**src/stl_pkg.sv**
```systemverilog
// Shared types and constants for the script line and word tokenizer.
// Used by the front classifier, the item queue, the back end and the top level.
package stl_pkg;

  localparam int LEN_W  = 10;
  localparam int LINE_W = 16;
  localparam int WCNT_W = 8;
  localparam int VAL_W  = 32;

  localparam int DEFAULT_MAX_LINE_LEN = 1023;
  localparam int DEFAULT_QUEUE_DEPTH  = 4;

  localparam logic [7:0] CH_NUL    = 8'h00;
  localparam logic [7:0] CH_CR     = 8'h0D;
  localparam logic [7:0] CH_LF     = 8'h0A;
  localparam logic [7:0] CH_SPACE  = 8'h20;
  localparam logic [7:0] CH_QUOTE  = 8'h22;
  localparam logic [7:0] CH_BSLASH = 8'h5C;
  localparam logic [7:0] CH_ZERO   = 8'h30;
  localparam logic [7:0] CH_X      = 8'h78;

  localparam logic KIND_WORD = 1'b0;
  localparam logic KIND_LINE = 1'b1;

  typedef enum logic [2:0] {
    CL_OTHER,
    CL_TERM,
    CL_BSLASH,
    CL_QUOTE,
    CL_SPACE
  } cls_t;

  // One classified byte as it travels from front to back.
  typedef struct packed {
    cls_t       cls;
    logic       brk;
    logic       eob;
    logic       is_zero;
    logic       is_x;
    logic       is_digit;
    logic [3:0] digit;
    logic [3:0] nib;
  } stl_item_t;

endpackage

```
**src/stl_front.sv**
```systemverilog
// Front end: accepts script bytes and classifies each one for the back end.
// Depends on stl_pkg for the item type and character codes.
module stl_front (
  input  logic              in_valid,
  output logic              in_stall,
  input  logic [7:0]        data_byte,
  input  logic              end_of_buffer,
  input  logic              q_full,
  output logic              push,
  output stl_pkg::stl_item_t item
);
  import stl_pkg::*;

  logic is_break;

  assign in_stall = q_full;
  assign push     = in_valid && !q_full;
  assign is_break = (data_byte == CH_CR) || (data_byte == CH_LF);

  always_comb begin
    item = '0;
    item.eob      = end_of_buffer;
    item.brk      = !end_of_buffer && is_break;
    item.is_zero  = (data_byte == CH_ZERO);
    item.is_x     = (data_byte == CH_X);
    item.is_digit = (data_byte inside {[8'h30:8'h39]});
    item.digit    = data_byte[3:0];
    // Letters a-f and A-F map to 10..15; anything else keeps its low nibble.
    if (data_byte inside {[8'h61:8'h66], [8'h41:8'h46]}) begin
      item.nib = data_byte[3:0] + 4'd9;
    end else begin
      item.nib = data_byte[3:0];
    end
    if (end_of_buffer || is_break || data_byte == CH_NUL) begin
      item.cls = CL_TERM;
    end else if (data_byte == CH_BSLASH) begin
      item.cls = CL_BSLASH;
    end else if (data_byte == CH_QUOTE) begin
      item.cls = CL_QUOTE;
    end else if (data_byte == CH_SPACE) begin
      item.cls = CL_SPACE;
    end else begin
      item.cls = CL_OTHER;
    end
  end

endmodule

```
**src/stl_queue.sv**
```systemverilog
// Short flop-based queue of classified items between front and back.
// Depends on stl_pkg for the item type.
module stl_queue #(
  parameter int DEPTH = stl_pkg::DEFAULT_QUEUE_DEPTH
) (
  input  logic               clk,
  input  logic               rst,
  input  logic               push,
  input  stl_pkg::stl_item_t push_item,
  output logic               full,
  input  logic               pop,
  output logic               valid,
  output stl_pkg::stl_item_t item
);
  import stl_pkg::*;

  localparam int PTR_W = (DEPTH > 1) ? $clog2(DEPTH) : 1;
  localparam int CNT_W = $clog2(DEPTH + 1);
  localparam logic [PTR_W-1:0] LAST_PTR = PTR_W'(DEPTH - 1);
  localparam logic [CNT_W-1:0] FULL_CNT = CNT_W'(DEPTH);

  stl_item_t        slots [DEPTH];
  logic [PTR_W-1:0] wr_ptr;
  logic [PTR_W-1:0] rd_ptr;
  logic [CNT_W-1:0] count;

  assign full  = (count == FULL_CNT);
  assign valid = (count != '0);
  assign item  = slots[rd_ptr];

  always_ff @(posedge clk) begin
    if (push) begin
      slots[wr_ptr] <= push_item;
    end
  end

  always_ff @(posedge clk) begin
    if (rst) begin
      wr_ptr <= '0;
      rd_ptr <= '0;
      count  <= '0;
    end else begin
      if (push) begin
        wr_ptr <= (wr_ptr == LAST_PTR) ? '0 : wr_ptr + 1'b1;
      end
      if (pop) begin
        rd_ptr <= (rd_ptr == LAST_PTR) ? '0 : rd_ptr + 1'b1;
      end
      if (push && !pop) begin
        count <= count + 1'b1;
      end else if (pop && !push) begin
        count <= count - 1'b1;
      end
    end
  end

endmodule

```
**src/stl_back.sv**
```systemverilog
// Back end: tokenizer state, word value conversion and the output register.
// Depends on stl_pkg; pops classified items from stl_queue.
module stl_back #(
  parameter int MAX_LINE_LEN = stl_pkg::DEFAULT_MAX_LINE_LEN
) (
  input  logic                        clk,
  input  logic                        rst,
  input  logic                        q_valid,
  input  stl_pkg::stl_item_t          q_item,
  output logic                        pop,
  output logic                        out_valid,
  input  logic                        out_stall,
  output logic                        kind,
  output logic [stl_pkg::LINE_W-1:0]  line_number,
  output logic [stl_pkg::WCNT_W-1:0]  word_number,
  output logic [stl_pkg::LEN_W-1:0]   word_offset,
  output logic [stl_pkg::LEN_W-1:0]   word_length,
  output logic [stl_pkg::VAL_W-1:0]   number_value,
  output logic                        was_hex,
  output logic [stl_pkg::LEN_W-1:0]   line_length,
  output logic                        ended_by_break,
  output logic                        last
);
  import stl_pkg::*;

  localparam int CAP_I = (MAX_LINE_LEN < 1023) ? MAX_LINE_LEN : 1023;
  localparam logic [LEN_W-1:0] LEN_CAP = LEN_W'(CAP_I);

  typedef enum logic [1:0] {
    PF_NONE,
    PF_ZERO,
    PF_HEX,
    PF_NOT
  } prefix_t;

  function automatic logic [LEN_W-1:0] sat_len(input logic [LEN_W-1:0] v);
    return (v < LEN_CAP) ? v + 1'b1 : LEN_CAP;
  endfunction

  // Tokenizer state
  logic [LEN_W-1:0]  line_len,    line_len_next;
  logic [LEN_W-1:0]  word_start,  word_start_next;
  logic [LEN_W-1:0]  word_len,    word_len_next;
  logic              esc,         esc_next;
  logic              quotes,      quotes_next;
  logic [LINE_W-1:0] line_count,  line_count_next;
  logic [WCNT_W-1:0] word_count,  word_count_next;
  logic [VAL_W-1:0]  dec_acc,     dec_acc_next;
  logic [VAL_W-1:0]  hex_acc,     hex_acc_next;
  prefix_t           prefix,      prefix_next;

  // Line result held back while its word result goes out first
  logic              pend;
  logic [LINE_W-1:0] pend_line_number;
  logic [WCNT_W-1:0] pend_word_number;
  logic [LEN_W-1:0]  pend_line_length;
  logic              pend_brk;

  logic              can_load;
  logic              has_word;
  logic              has_line;
  logic              add;
  logic              cur_hex;
  logic [WCNT_W-1:0] line_words;
  logic [WCNT_W-1:0] word_count_inc;
  logic [LINE_W-1:0] line_count_inc;
  logic [LEN_W-1:0]  add_len;
  logic [VAL_W-1:0]  add_dec;
  logic [VAL_W-1:0]  add_hex;
  prefix_t           add_prefix;

  assign can_load = !out_valid || !out_stall;
  assign pop      = can_load && !pend && q_valid;
  assign cur_hex  = (prefix == PF_HEX) && (word_len > LEN_W'(2));
  assign word_count_inc = (word_count != '1) ? word_count + 1'b1 : word_count;
  assign line_count_inc = (line_count != '1) ? line_count + 1'b1 : line_count;

  // Appending the current byte to the word
  always_comb begin
    add_prefix = prefix;
    add_hex    = hex_acc;
    if (word_len == '0) begin
      add_prefix = q_item.is_zero ? PF_ZERO : PF_NOT;
    end else if (word_len == LEN_W'(1)) begin
      add_prefix = (prefix == PF_ZERO && q_item.is_x) ? PF_HEX : PF_NOT;
    end else if (prefix == PF_HEX) begin
      add_hex = {hex_acc[VAL_W-5:0], q_item.nib};
    end
    if (q_item.is_digit) begin
      add_dec = (dec_acc << 3) + (dec_acc << 1) + VAL_W'(q_item.digit);
    end else begin
      add_dec = dec_acc;
    end
    add_len = sat_len(word_len);
  end

  always_comb begin
    line_len_next   = line_len;
    word_start_next = word_start;
    word_len_next   = word_len;
    esc_next        = esc;
    quotes_next     = quotes;
    line_count_next = line_count;
    word_count_next = word_count;
    dec_acc_next    = dec_acc;
    hex_acc_next    = hex_acc;
    prefix_next     = prefix;
    has_word        = 1'b0;
    has_line        = 1'b0;
    add             = 1'b0;
    line_words      = word_count;

    if (q_item.cls == CL_TERM) begin
      if (line_len != '0) begin
        has_word = (word_len != '0);
        has_line = 1'b1;
      end
      line_words      = has_word ? word_count_inc : word_count;
      line_len_next   = '0;
      word_start_next = '0;
      word_len_next   = '0;
      esc_next        = 1'b0;
      quotes_next     = 1'b0;
      word_count_next = '0;
      dec_acc_next    = '0;
      hex_acc_next    = '0;
      prefix_next     = PF_NONE;
      if (q_item.eob) begin
        line_count_next = '0;
      end else if (line_len != '0) begin
        line_count_next = line_count_inc;
      end
    end else begin
      case (q_item.cls)
        CL_BSLASH: begin
          esc_next = !esc;
          add      = 1'b1;
        end
        CL_QUOTE: begin
          if (!esc) begin
            quotes_next = !quotes;
          end
          esc_next = 1'b0;
          add      = 1'b1;
        end
        CL_SPACE: begin
          if (!quotes && !esc) begin
            // Split here; drop empty words from repeated spaces
            has_word        = (word_len != '0);
            word_count_next = has_word ? word_count_inc : word_count;
            word_len_next   = '0;
            dec_acc_next    = '0;
            hex_acc_next    = '0;
            prefix_next     = PF_NONE;
            word_start_next = sat_len(line_len);
          end else begin
            esc_next = 1'b0;
            add      = 1'b1;
          end
        end
        default: begin
          esc_next = 1'b0;
          add      = 1'b1;
        end
      endcase
      if (add) begin
        word_len_next = add_len;
        dec_acc_next  = add_dec;
        hex_acc_next  = add_hex;
        prefix_next   = add_prefix;
      end
      line_len_next = sat_len(line_len);
    end
  end

  always_ff @(posedge clk) begin
    if (rst) begin
      line_len   <= '0;
      word_start <= '0;
      word_len   <= '0;
      esc        <= 1'b0;
      quotes     <= 1'b0;
      line_count <= '0;
      word_count <= '0;
      dec_acc    <= '0;
      hex_acc    <= '0;
      prefix     <= PF_NONE;
      out_valid  <= 1'b0;
      pend       <= 1'b0;
    end else if (can_load) begin
      if (pend) begin
        out_valid <= 1'b1;
        pend      <= 1'b0;
      end else if (q_valid) begin
        line_len   <= line_len_next;
        word_start <= word_start_next;
        word_len   <= word_len_next;
        esc        <= esc_next;
        quotes     <= quotes_next;
        line_count <= line_count_next;
        word_count <= word_count_next;
        dec_acc    <= dec_acc_next;
        hex_acc    <= hex_acc_next;
        prefix     <= prefix_next;
        out_valid  <= has_word || has_line;
        pend       <= has_word && has_line;
      end else begin
        out_valid <= 1'b0;
      end
    end
  end

  // Result payload; no reset needed
  always_ff @(posedge clk) begin
    if (can_load) begin
      if (pend) begin
        kind           <= KIND_LINE;
        line_number    <= pend_line_number;
        word_number    <= pend_word_number;
        word_offset    <= '0;
        word_length    <= '0;
        number_value   <= '0;
        was_hex        <= 1'b0;
        line_length    <= pend_line_length;
        ended_by_break <= pend_brk;
        last           <= 1'b1;
      end else if (q_valid) begin
        pend_line_number <= line_count;
        pend_word_number <= line_words;
        pend_line_length <= line_len;
        pend_brk         <= q_item.brk;
        if (has_word) begin
          kind           <= KIND_WORD;
          line_number    <= line_count;
          word_number    <= word_count;
          word_offset    <= word_start;
          word_length    <= word_len;
          number_value   <= cur_hex ? hex_acc : dec_acc;
          was_hex        <= cur_hex;
          line_length    <= '0;
          ended_by_break <= 1'b0;
          last           <= !has_line;
        end else begin
          kind           <= KIND_LINE;
          line_number    <= line_count;
          word_number    <= line_words;
          word_offset    <= '0;
          word_length    <= '0;
          number_value   <= '0;
          was_hex        <= 1'b0;
          line_length    <= line_len;
          ended_by_break <= q_item.brk;
          last           <= 1'b1;
        end
      end
    end
  end

`ifndef SYNTH
  a_pend_has_output: assert property (@(posedge clk) disable iff (rst)
    pend |-> out_valid)
    else $error("held line result without a word result in the output register");

  a_word_not_last_pend: assert property (@(posedge clk) disable iff (rst)
    (out_valid && kind == KIND_WORD && !last) |-> pend)
    else $error("word result not marked last but no line result held");

  a_line_is_last: assert property (@(posedge clk) disable iff (rst)
    (out_valid && kind == KIND_LINE) |-> last)
    else $error("line result not marked last");

  a_word_within_line: assert property (@(posedge clk) disable iff (rst)
    (line_len == '0) |-> (word_len == '0 && !esc && !quotes))
    else $error("word or escape state open on an empty line");

  a_pend_released: assert property (@(posedge clk) disable iff (rst)
    (pend && !out_stall) |=> (!pend && out_valid && kind == KIND_LINE))
    else $error("held line result not sent after word result was taken");
`endif

endmodule

```
**src/script_line_word_tokenizer_top.sv**
```systemverilog
// Script line and word tokenizer, top level.
// Path: an accepted byte goes through a queue slot, then the back end output register.
// Throughput: one byte per cycle while the queue is not full; a line end that closes
// an open word gives a word result and then a line result, the queue absorbs the extra one.
// Reset: synchronous, active high; clears counters, queue and output valid.
module script_line_word_tokenizer_top #(
  parameter int MAX_LINE_LEN = stl_pkg::DEFAULT_MAX_LINE_LEN,
  parameter int QUEUE_DEPTH  = stl_pkg::DEFAULT_QUEUE_DEPTH
) (
  input  logic                        clk,
  input  logic                        rst,
  input  logic                        in_valid,
  output logic                        in_stall,
  input  logic [7:0]                  data_byte,
  input  logic                        end_of_buffer,
  output logic                        out_valid,
  input  logic                        out_stall,
  output logic                        kind,
  output logic [stl_pkg::LINE_W-1:0]  line_number,
  output logic [stl_pkg::WCNT_W-1:0]  word_number,
  output logic [stl_pkg::LEN_W-1:0]   word_offset,
  output logic [stl_pkg::LEN_W-1:0]   word_length,
  output logic [stl_pkg::VAL_W-1:0]   number_value,
  output logic                        was_hex,
  output logic [stl_pkg::LEN_W-1:0]   line_length,
  output logic                        ended_by_break,
  output logic                        last
);
  import stl_pkg::*;

  stl_item_t front_item;
  stl_item_t q_item;
  logic      push;
  logic      pop;
  logic      q_full;
  logic      q_valid;

  stl_front u_front (
    .in_valid      (in_valid),
    .in_stall      (in_stall),
    .data_byte     (data_byte),
    .end_of_buffer (end_of_buffer),
    .q_full        (q_full),
    .push          (push),
    .item          (front_item)
  );

  stl_queue #(
    .DEPTH (QUEUE_DEPTH)
  ) u_queue (
    .clk       (clk),
    .rst       (rst),
    .push      (push),
    .push_item (front_item),
    .full      (q_full),
    .pop       (pop),
    .valid     (q_valid),
    .item      (q_item)
  );

  stl_back #(
    .MAX_LINE_LEN (MAX_LINE_LEN)
  ) u_back (
    .clk            (clk),
    .rst            (rst),
    .q_valid        (q_valid),
    .q_item         (q_item),
    .pop            (pop),
    .out_valid      (out_valid),
    .out_stall      (out_stall),
    .kind           (kind),
    .line_number    (line_number),
    .word_number    (word_number),
    .word_offset    (word_offset),
    .word_length    (word_length),
    .number_value   (number_value),
    .was_hex        (was_hex),
    .line_length    (line_length),
    .ended_by_break (ended_by_break),
    .last           (last)
  );

endmodule
```
**config.mk**
```make
export PLATFORM = sky130hd
export DESIGN_NAME = script_line_word_tokenizer_top
export DESIGN_NICKNAME = d
export VERILOG_FILES = /design/src/stl_pkg.sv /design/src/stl_front.sv /design/src/stl_queue.sv /design/src/stl_back.sv /design/src/script_line_word_tokenizer_top.sv
export SDC_FILE = /design/constraint.sdc
export NUM_CORES = 1
export LEC_CHECK = 0
export ABC_AREA = 1
export BUFFER_PORTS_ARGS = -buffer_cell sky130_fd_sc_hd__buf_2
export CAP_MARGIN = 25
export CORE_UTILIZATION = 40
export CTS_CLUSTER_SIZE = 16
export DETAILED_ROUTE_END_ITERATION = 10
export PLACE_DENSITY = 0.57
export SLEW_MARGIN = 40
export SYNTH_ARGS = -nofsm -noshare
export SYNTH_HDL_FRONTEND = slang
export SYNTH_SLANG_ARGS = --single-unit
```
**constraint.sdc**
```tcl
create_clock -name clk -period 6.5 [get_ports clk]
set_clock_uncertainty 0.1 [all_clocks]
set_input_delay 0.65 -clock clk [delete_from_list [all_inputs] [get_ports clk]]
set_output_delay 0.65 -clock clk [all_outputs]
set_load 0.02 [all_outputs]
```
==> Yosys cells after proc, flatten, opt, wreduce, memory -nomap -nowiden <==
Memories as Yosys holds them, arrays and structs flattened. A register that Yosys moved wholly into a read port is not among the register bits.
Cells that the tools add are included.
{ "totals": {"register_bits": 256, "ram_bits": 64, "inputBits": 13, "out_inout_bits": 92, "word_cells": 227, "memories": 1} }
{ "memory_table": {"columns": ["name", "words", "word_bits", "read_ports", "rd_ports_with_merged_regs", "wr", "line", "rtl"], "rows": [
  ["u_queue.slots", 4, 16, 1, 1, 1, "stl_queue.sv:22", "stl_item_t slots [DEPTH];"]
]} }
{ "op_classes": {"n_addsub": 11, "n_lt_le_gt_ge": 9, "n_eq_ne": 26, "muxes": 95, "n_bitwise": 1, "n_reduce_logical": 55} }
{ "ops": {"columns": ["operator", "count"], "rows": [
  ["$mux 32", 13],
  ["$mux 10", 17],
  ["$mux 16", 5],
  ["$mux 8", 10],
  ["$add 32x32->32", 1],
  ["$add 32x4->32", 1],
  ["$mux 1", 31],
  ["$eq 8x6->1 const B", 3],
  ["$reduce_and 6->1", 4],
  ["$mux 2", 11],
  ["$add 10x1->10 const B", 2],
  ["$lt 10x10->1 const B", 2],
  ["$reduce_bool 10->1", 2],
  ["$mux 3", 6],
  ["$reduce_bool 2->1", 9],
  ["$add 16x1->16 const B", 1],
  ["$eq 8x4->1 const B", 2],
  ["$eq 8x7->1 const B", 2],
  ["$ge 8x7->1 const B", 2],
  ["$le 8x7->1 const B", 2],
  ["$ne 16x16->1 const B", 1],
  ["$reduce_and 5->1", 3],
  ["$logic_and 1x1->1", 13],
  ["$eq 10x1->1 const B", 1],
  ["31 further kinds", 53]
]} }

==> Logic depth before layout (Yosys ltp) <==
Gate-level depths: netlist of run 1.
{ "logic_depth": {"depth_word": 8, "depth_mapped": 19, "ltp_nobuf": 17} }

==> Cells and area by module <==
A second synthesis of run 1 with hierarchy kept.
{ "unflattened": {"cells_unflattened": 1948, "hier_area_um2": 16413.2} }
{ "modules_own_cells": {"columns": ["module", "n_inst", "cells_per_inst", "area_each_um2", "seq_area_each_um2"], "rows": [
  ["stl_back", 1, 1655, 13191.4, 6236.0],
  ["stl_queue", 1, 214, 2815.2, 2102.0],
  ["stl_front", 1, 79, 406.6, 0.0]
]} }

==> Worst setup path before layout of run 1 <==
OpenSTA, ideal clock, no wires.
{ "synth_path": {"path_type": "reg2reg", "startpoint": "reg with a tool-made name", "endpoint": "reg u_back.dec_acc[16]", "setup_ps": 132, "arrival_ps": 3012, "required_time_ps": 6268, "slack_ps": 3256, "stages_incl_launch_ff": 17, "path_buffers": 2, "synth_period_minus_slack_ps": 3244, "path_cell_list": "dfxtp_1 -> buf_4 -> clkbuf_1 -> nand2_1 -> a32o_1 -> fa_1 -> inv_1 -> fa_1 -> nand3_1 -> nand3_1 -> nand2_1 -> nand2_1 -> nand2_1 -> nand2_1 -> or2_2 -> nand3_1 -> a21oi_1"} }
{ "synth_rtl": {"columns": ["element", "line", "rtl"], "rows": [
  ["end signal: assignment", "stl_back.sv:202", "dec_acc <= dec_acc_next;"],
  ["end: declaration", "stl_back.sv:48", "logic [VAL_W-1:0] dec_acc, dec_acc_next;"]
]} }

==> results of run 1 <==
==> synth_stat cells, types with 7 or more instances <==
cell type,n
o21ai_0,104
buf_2,10
nand4_1,13
ha_1,77
o22ai_1,15
inv_1,205
inv_2,7
a21oi_2,25
edfxtp_1,189
xor2_1,26
nand3_1,189
nor2_1,168
clkbuf_1,50
nand3b_1,10
a21oi_1,148
nor3_1,28
dfxtp_1,133
nand2_1,460
==> logic make-up after synthesis <==
kind of cell / synth area share
AOI/OAI and AO/OA: 0.104
xor gates and xnor gates: 0.0172
adders and majority gates: 0.0626
buffers and inverters: 0.0701
DFF: 0.510
and+or+nand+nor: 0.235
==> power by group <==
group / total [mW] / switching [mW] / leakage (nW) / internal [mW]
logic: 2.81 / 2.08 / 4.08 / 0.730
clock network: 2.01 / 0.835 / 0.585 / 1.17
registers: 3.07 / 0.233 / 2.97 / 2.84
==> per-stage QoR <==
stage / hold slack [ns] / instance area [um^2] / worst slack [ns] / instances / util
floorplan: 0.306 / 16300 / 3.26 / 1928 / -
global placement: 0.335 / 17300 / 2.92 / 2496 / 0.432
detailed placement: 0.344 / 17300 / 2.91 / 2496 / 0.432
CTS: 0.244 / 18500 / 2.88 / 2563 / 0.462
global route: 0.270 / 18500 / 2.55 / 2563 / 0.462
finish: 0.273 / 18500 / 2.91 / 2563 / 0.462
==> state kept, by name, indices dropped and copies added, names as in the netlist, 2 cells and up, named ones only <==
name                     count
u_back.word_number           8
u_back.line_count           16
u_queue.wr_ptr               2
u_back.word_len             10
u_back.number_value         32
u_back.word_length          10
u_back.word_start           10
u_back.word_count            8
u_queue.count                3
u_back.line_length          10
u_queue.slots               64
u_back.pend_line_length     10
u_back.pend_line_number     16
u_queue.rd_ptr               2
u_back.hex_acc              32
u_back.pend_word_number      8
u_back.word_offset          10
u_back.prefix                2
u_back.line_number          16
u_back.dec_acc              32
u_back.line_len             10
==> final timing paths <==
path,start,end,slack [ns],cells after the start
worst min-delay path,end_of_buffer,u_queue.slots[1][11],0.27,1
worst max-delay path,flop,u_back.dec_acc[16],2.91,16
worst min register to register,u_back.line_len[9],u_back.pend_line_length[9],0.36,0
worst max register to register,flop,u_back.dec_acc[16],2.91,16
==> metal layers <==
metal / vias up / GRT usage / share of wire
li1: 6605 / - / -
met1: 5967 / 0.272 / 0.48
met2: 285 / 0.307 / 0.45
met4: 0 / 0.0565 / 0.022
met5: - / 0 / 0
met3: 59 / 0.0289 / 0.042
==> critical path: cells and delay by family, from the launching register on <==
kind | cells | cell delay, ns
and+or+nand+nor | 9 | 1.02
buffers and inverters | 3 | 0.73
DFF | 1 | 0.29
adders and majority gates | 2 | 0.95
AOI/OAI and AO/OA | 2 | 0.32
==> cell type report <==
class,count,area [um^2],area share
Clock buffer,45,996,0.0539
Clock inverter,22,174,0.00941
Inverter,213,803,0.0435
Multi-Input combinational cell,1321,6890,0.373
Sequential cell,322,8340,0.451
Tap cell,525,657,0.0356
Timing Repair Buffer,115,611,0.0331
==> cell usage in the layout, fill, tap and decap left out, types with 3 or more instances in the layout <==
cell type / synthesis / layout
nor4_1: 3 / 3
nor2_4: 2 / 6
clkbuf_1: 50 / 4
nor3_1: 28 / 28
buf_4: 5 / 9
o211ai_1: 3 / 3
clkbuf_8: 0 / 4
clkinv_1: 1 / 4
a21oi_2: 25 / 25
fa_1: 3 / 3
nand2_1: 460 / 459
nand3b_1: 10 / 10
a21oi_1: 148 / 148
and2_1: 4 / 4
nor2_1: 168 / 163
buf_2: 10 / 104
clkbuf_16: 0 / 37
nand2_2: 5 / 6
o22ai_1: 15 / 15
clkinv_2: 0 / 11
nand3_1: 189 / 189
xor2_1: 26 / 26
xnor2_1: 6 / 6
a211oi_1: 3 / 3
or2_2: 6 / 6
o21ai_0: 104 / 104
clkinv_4: 0 / 3
nand4_1: 13 / 13
dfxtp_1: 133 / 133
inv_2: 7 / 9
nand2_4: 3 / 3
edfxtp_1: 189 / 189
inv_1: 205 / 202
ha_1: 77 / 77
==> results by group, run 1 <==
Run status
  • Status: complete, no violations

Routing
  • Routed WL: 40100 um
  • Routed len/inst: 15.6 um
  • TritonRoute pass-1 iters: 5
  • Initial DRC Count: 913
  • Post-DRT Antenna Nets: 0
  • Remaining DRCs: 0
  • DR vias: 12900
  • Post-DR vias/cell: 5.04

Worst setup path
  • Critical Path Fanout Max: 33
  • CP Launch Type: flop
  • Arrival @ worst endpoint: 3.88 ns
  • Crit Path Class: flop to flop
  • CP most frequent cell: nand2_1
  • CP required: 6.80 ns
  • CP max stage cell: fa_1
  • CP Cell Sequence: buf_4 > inv_2 > nand2_1 > a32o_1 > fa_1 > inv_1 > fa_1 > nand3_1 > nand3_1 > nand2_1 > nand2_1 > nand2_1 > nand2_1 > or2_2 > nand3_1 > a21oi_1
  • CP max stage delay: 0.48 ns
  • Worst setup EP type: flop

STA
  • Slew @ Worst Pin: 0.772 ns
  • Final slew viol count: 0
  • Setup TNS: 0 ns
  • RSZ-0062 raised after global routing: false
  • Slew HR: 0.483
  • Upper clock frequency limit: 279 MHz
  • Crit share post-route: 0.552
  • Hold Vio Cnt, Final: 0
  • Final min period: 3.59 ns
  • Final setup vio count: 0

Yosys
  • Mapped Area: 16300 um^2
  • Cells after synthesis: 1928
  • Avg Synthesized Cell Area: 8.47 um^2
  • EDFF count, synth: 189
  • Top cell type by total area after synthesis: edfxtp_1
  • Top-area cell type share of the netlist area: 0.347
  • Dominant synthesized flop cell: edfxtp_1
  • Yosys reg bits: 322
  • Ys async rst share: 0
  • Area contributors post-synth: edfxtp_1 (35%), dfxtp_1 (16%), nand2_1 (11%), ha_1 (5.9%), nand3_1 (5.8%)
  • Library cells used by synthesis: 46
  • Synthesis Warnings: 0
  • Post-Syn Nets: 2021
  • Sequential share of the synthesized area: 0.510

Power and ir drop
  • Power Density: 427 nW/um^2
  • Worst vdd ir: 0.000197 V
  • Power after layout: 7.89 mW
  • Leak: 7.64 nW

Clock network
  • H-Tree Depth: 2
  • Clock Latency Late Sink: 0.54 ns
  • Clock-pin slew on the worst setup and hold paths: 0.06 ns
  • PostCTS Resize Cnt: 0
  • CTS Root Cell: clkbuf_16
  • Hold buffers post-CTS: 0
  • Clk buf depth: 3
  • CTS tree: built
  • Setup Fix Bufs, Post-CTS: 0
  • TritonCTS Sinks: 322
  • CTS Buf Count: 37

Placement
  • RD Place Congestion: 0.867
  • IO Port Bufs: 104
  • Hpwl dp: 28200 um

GRT
  • Initial antenna violation count: 0
  • Congestion Overflow GR: 0
  • Largest net degree at the start of global routing: 77
  • Vias in the first global route: 12200
  • Global-route wire length before repair: 64200 um
  • Tot GR Track Use: 0.193

Floorplanning
  • Core ar.: 40000 um^2
  • DIE WIDTH: 204 um
  • Row count: 73
  • IO Count: 105
  • Initial Util: 0.408
  • Full die area: 41700 um^2
  • Die Span Y: 204 um

Flow run
  • Maxcap violations: 0

Layout
  • Area added between synthesis and finish: 13.1%
  • N_diodes: 0
  • Fillers: 3933
  • Share of layout cells above drive strength 1: 0.116
  • Layout Nets: 2103

Worst hold path
  • Hold Path Class: primary input to flop
Power figures use the tool's default switching activity.
==> run 2: changes to the inputs <==
==> constraint.sdc (replaced) <==
create_clock -name clk -period 3.4 [get_ports clk]
set_clock_uncertainty 0.1 [all_clocks]
set_input_delay 0.34 -clock clk [delete_from_list [all_inputs] [get_ports clk]]
set_output_delay 0.34 -clock clk [all_outputs]
set_load 0.02 [all_outputs]
==> run 2 against run 1 <==
Against the previous run:
- utilization grew 0.50 points
- maximum frequency up 16%
- clock power is 100% higher
- sequential power grew 91%
- combinational power up 97%
- final area rose by 1.1%
- register-to-register slack lost 2.6 ns
- critical path depth fell by 2
- wire length grew 2.6%
- final cell count rose by 0.66%
- critical endpoint unchanged
- largest power group unchanged
==> results by group, run 2 (synthesis results as in run 1) <==
Run status
  • Status: complete, no violations

Clock network
  • CTS Buf Count: 36
  • TritonCTS Sinks: 322
  • Setup Fix Bufs, Post-CTS: 0
  • Clk buf depth: 3
  • H-Tree Depth: 2
  • Clock Latency Late Sink: 0.55 ns
  • Clock-pin slew on the worst setup and hold paths: 0.06 ns
  • CTS tree: built
  • CTS Root Cell: clkbuf_16

STA
  • Slew @ Worst Pin: 0.704 ns
  • RSZ-0062 raised after global routing: false
  • Final slew viol count: 0
  • Upper clock frequency limit: 322 MHz
  • Setup TNS: 0 ns
  • Final setup vio count: 0
  • Hold Vio Cnt, Final: 0
  • Crit share post-route: 0.912
  • WHS: 0.0463 ns
  • Final min period: 3.10 ns
  • Slew HR: 0.530

Floorplanning
  • Core ar.: 40000 um^2
  • Initial Util: 0.408
  • IO Count: 105
  • Die Span Y: 204 um
  • Full die area: 41700 um^2
  • DIE WIDTH: 204 um
  • Row count: 73

Layout
  • Layout Nets: 2120
  • Final non-filler cell total: 2580
  • Area added between synthesis and finish: 14.3%
  • Share of layout cells above drive strength 1: 0.117
  • Biggest register: u_queue.slots
  • Fillers: 3876
  • Most common cell after layout, fill and taps aside: nand2_1
  • N_diodes: 0
  • Max reg flops: 64
  • Most frequent cells in the layout: nand2_1 (460), inv_1 (203), edfxtp_1 (189)

Placement
  • IO Port Bufs: 104
  • Hpwl dp: 28400 um
  • DP Cell Count: 2512
  • RD Place Congestion: 0.861

Power and ir drop
  • Leak: 7.76 nW
  • Power Density: 828 nW/um^2
  • Worst vdd ir: 0.000487 V
  • Power after layout: 15.5 mW

Routing
  • Routed len/inst: 15.9 um
  • Remaining DRCs: 0
  • TritonRoute pass-1 iters: 5
  • Routed WL: 41100 um
  • Post-DR vias/cell: 5.13
  • Initial DRC Count: 1096
  • DR vias: 13200
  • Post-DRT Antenna Nets: 0

Worst setup path
  • R2r worst-path depth: 14
  • FF-to-FF setup slack: 0.30 ns
  • RR Endpoint: u_back.dec_acc[16]
  • CP required: 3.70 ns
  • Crit Path Class: flop to flop
  • CP max stage cell: fa_1
  • Arrival @ worst endpoint: 3.40 ns
  • CP most frequent cell: nand2_1
  • CP max stage delay: 0.49 ns
  • Worst setup EP type: flop
  • CP Launch Type: flop
  • Critical Path Fanout Max: 7
  • CP Cell Sequence: inv_2 > a32o_1 > fa_1 > inv_1 > fa_1 > nand3_1 > nand3_2 > nand2_1 > nand2_1 > nand2_1 > nand2_1 > or2_2 > nand3_1 > a21oi_1

Flow run
  • Maxcap violations: 0

Worst hold path
  • Hold EP: u_queue.slots[3][7]
  • Hold path depth: 1
  • Hold Path Class: primary input to flop
  • Hold Crit Start: data_byte[3]

GRT
  • Tot GR Track Use: 0.197
  • Largest net degree at the start of global routing: 80
  • Global-route wire length before repair: 65800 um
  • Vias in the first global route: 12400
  • Congestion Overflow GR: 0
  • Initial antenna violation count: 0
## run 2: cell types whose count changed in the layout (fill, tap and decap cells not counted), sizes merged
cell | before | now
bufinv | 2 | 5
inv | 214 | 212
clkbuf | 45 | 48
buf | 115 | 131
clkinvlp | 1 | 0
dlygate4sd3 | 0 | 2
clkinv | 18 | 14
## run 2: worst max-delay path by stage
stage                                     to  slack, ns  start
final                     u_back.dec_acc[16]       0.30   flop
after global routing      u_back.dec_acc[16]       0.07   flop
after CTS                 u_back.dec_acc[16]       0.22   flop
after detailed placement  u_back.dec_acc[16]       0.25   flop
after global placement    u_back.dec_acc[16]       0.30   flop
after floorplan           u_back.dec_acc[16]       0.16   flop
## run 2: repair_timing
item                                   in CTS  in global routing
setup endpoints to repair                   0                  1
endpoints found under the hold margin       5                  0
gates resized for setup                     0                  1
hold buffers                                2                  0
## run 2: routing by layer
metal	part of all wire	track usage
met2	0.45	0.306
met5	0	0
met4	0.022	0.0562
met3	0.046	0.0320
met1	0.48	0.283
## run 2: where the power goes
| group | switching [mW] | internal (mW) |
|---|---|---|
| registers | 0.436 | 5.42 |
| clock network | 1.59 | 2.48 |
| logic | 4.04 | 1.49 |
## run 2: area by class of cell
type,instances,area [um^2],share of cell area
inverters,213,802,0.0430
multi-input cells,1321,6870,0.368
clock inverters,18,218,0.0117
flip-flops and latches,322,8340,0.447
well taps,525,657,0.0352
repair buffers,133,772,0.0413
clock buffers,48,1010,0.0542
## run 2: worst max-delay path: cells and delay by family (launching register included)
family          cells  cell delay [ns]
flops               1             0.45
simple gates        8             0.95
buf+inv             2             0.17
compound gates      2             0.33
fa+ha+maj           2             0.97
## run 2: per-stage QoR
stage	setup slack [ns]	cell area (um^2)	util
finish	0.298	18700	0.467
global route	0.0741	18700	0.467
CTS	0.223	18700	0.466
detailed placement	0.255	17400	0.435
global placement	0.302	17400	0.435
floorplan	0.156	16300	-
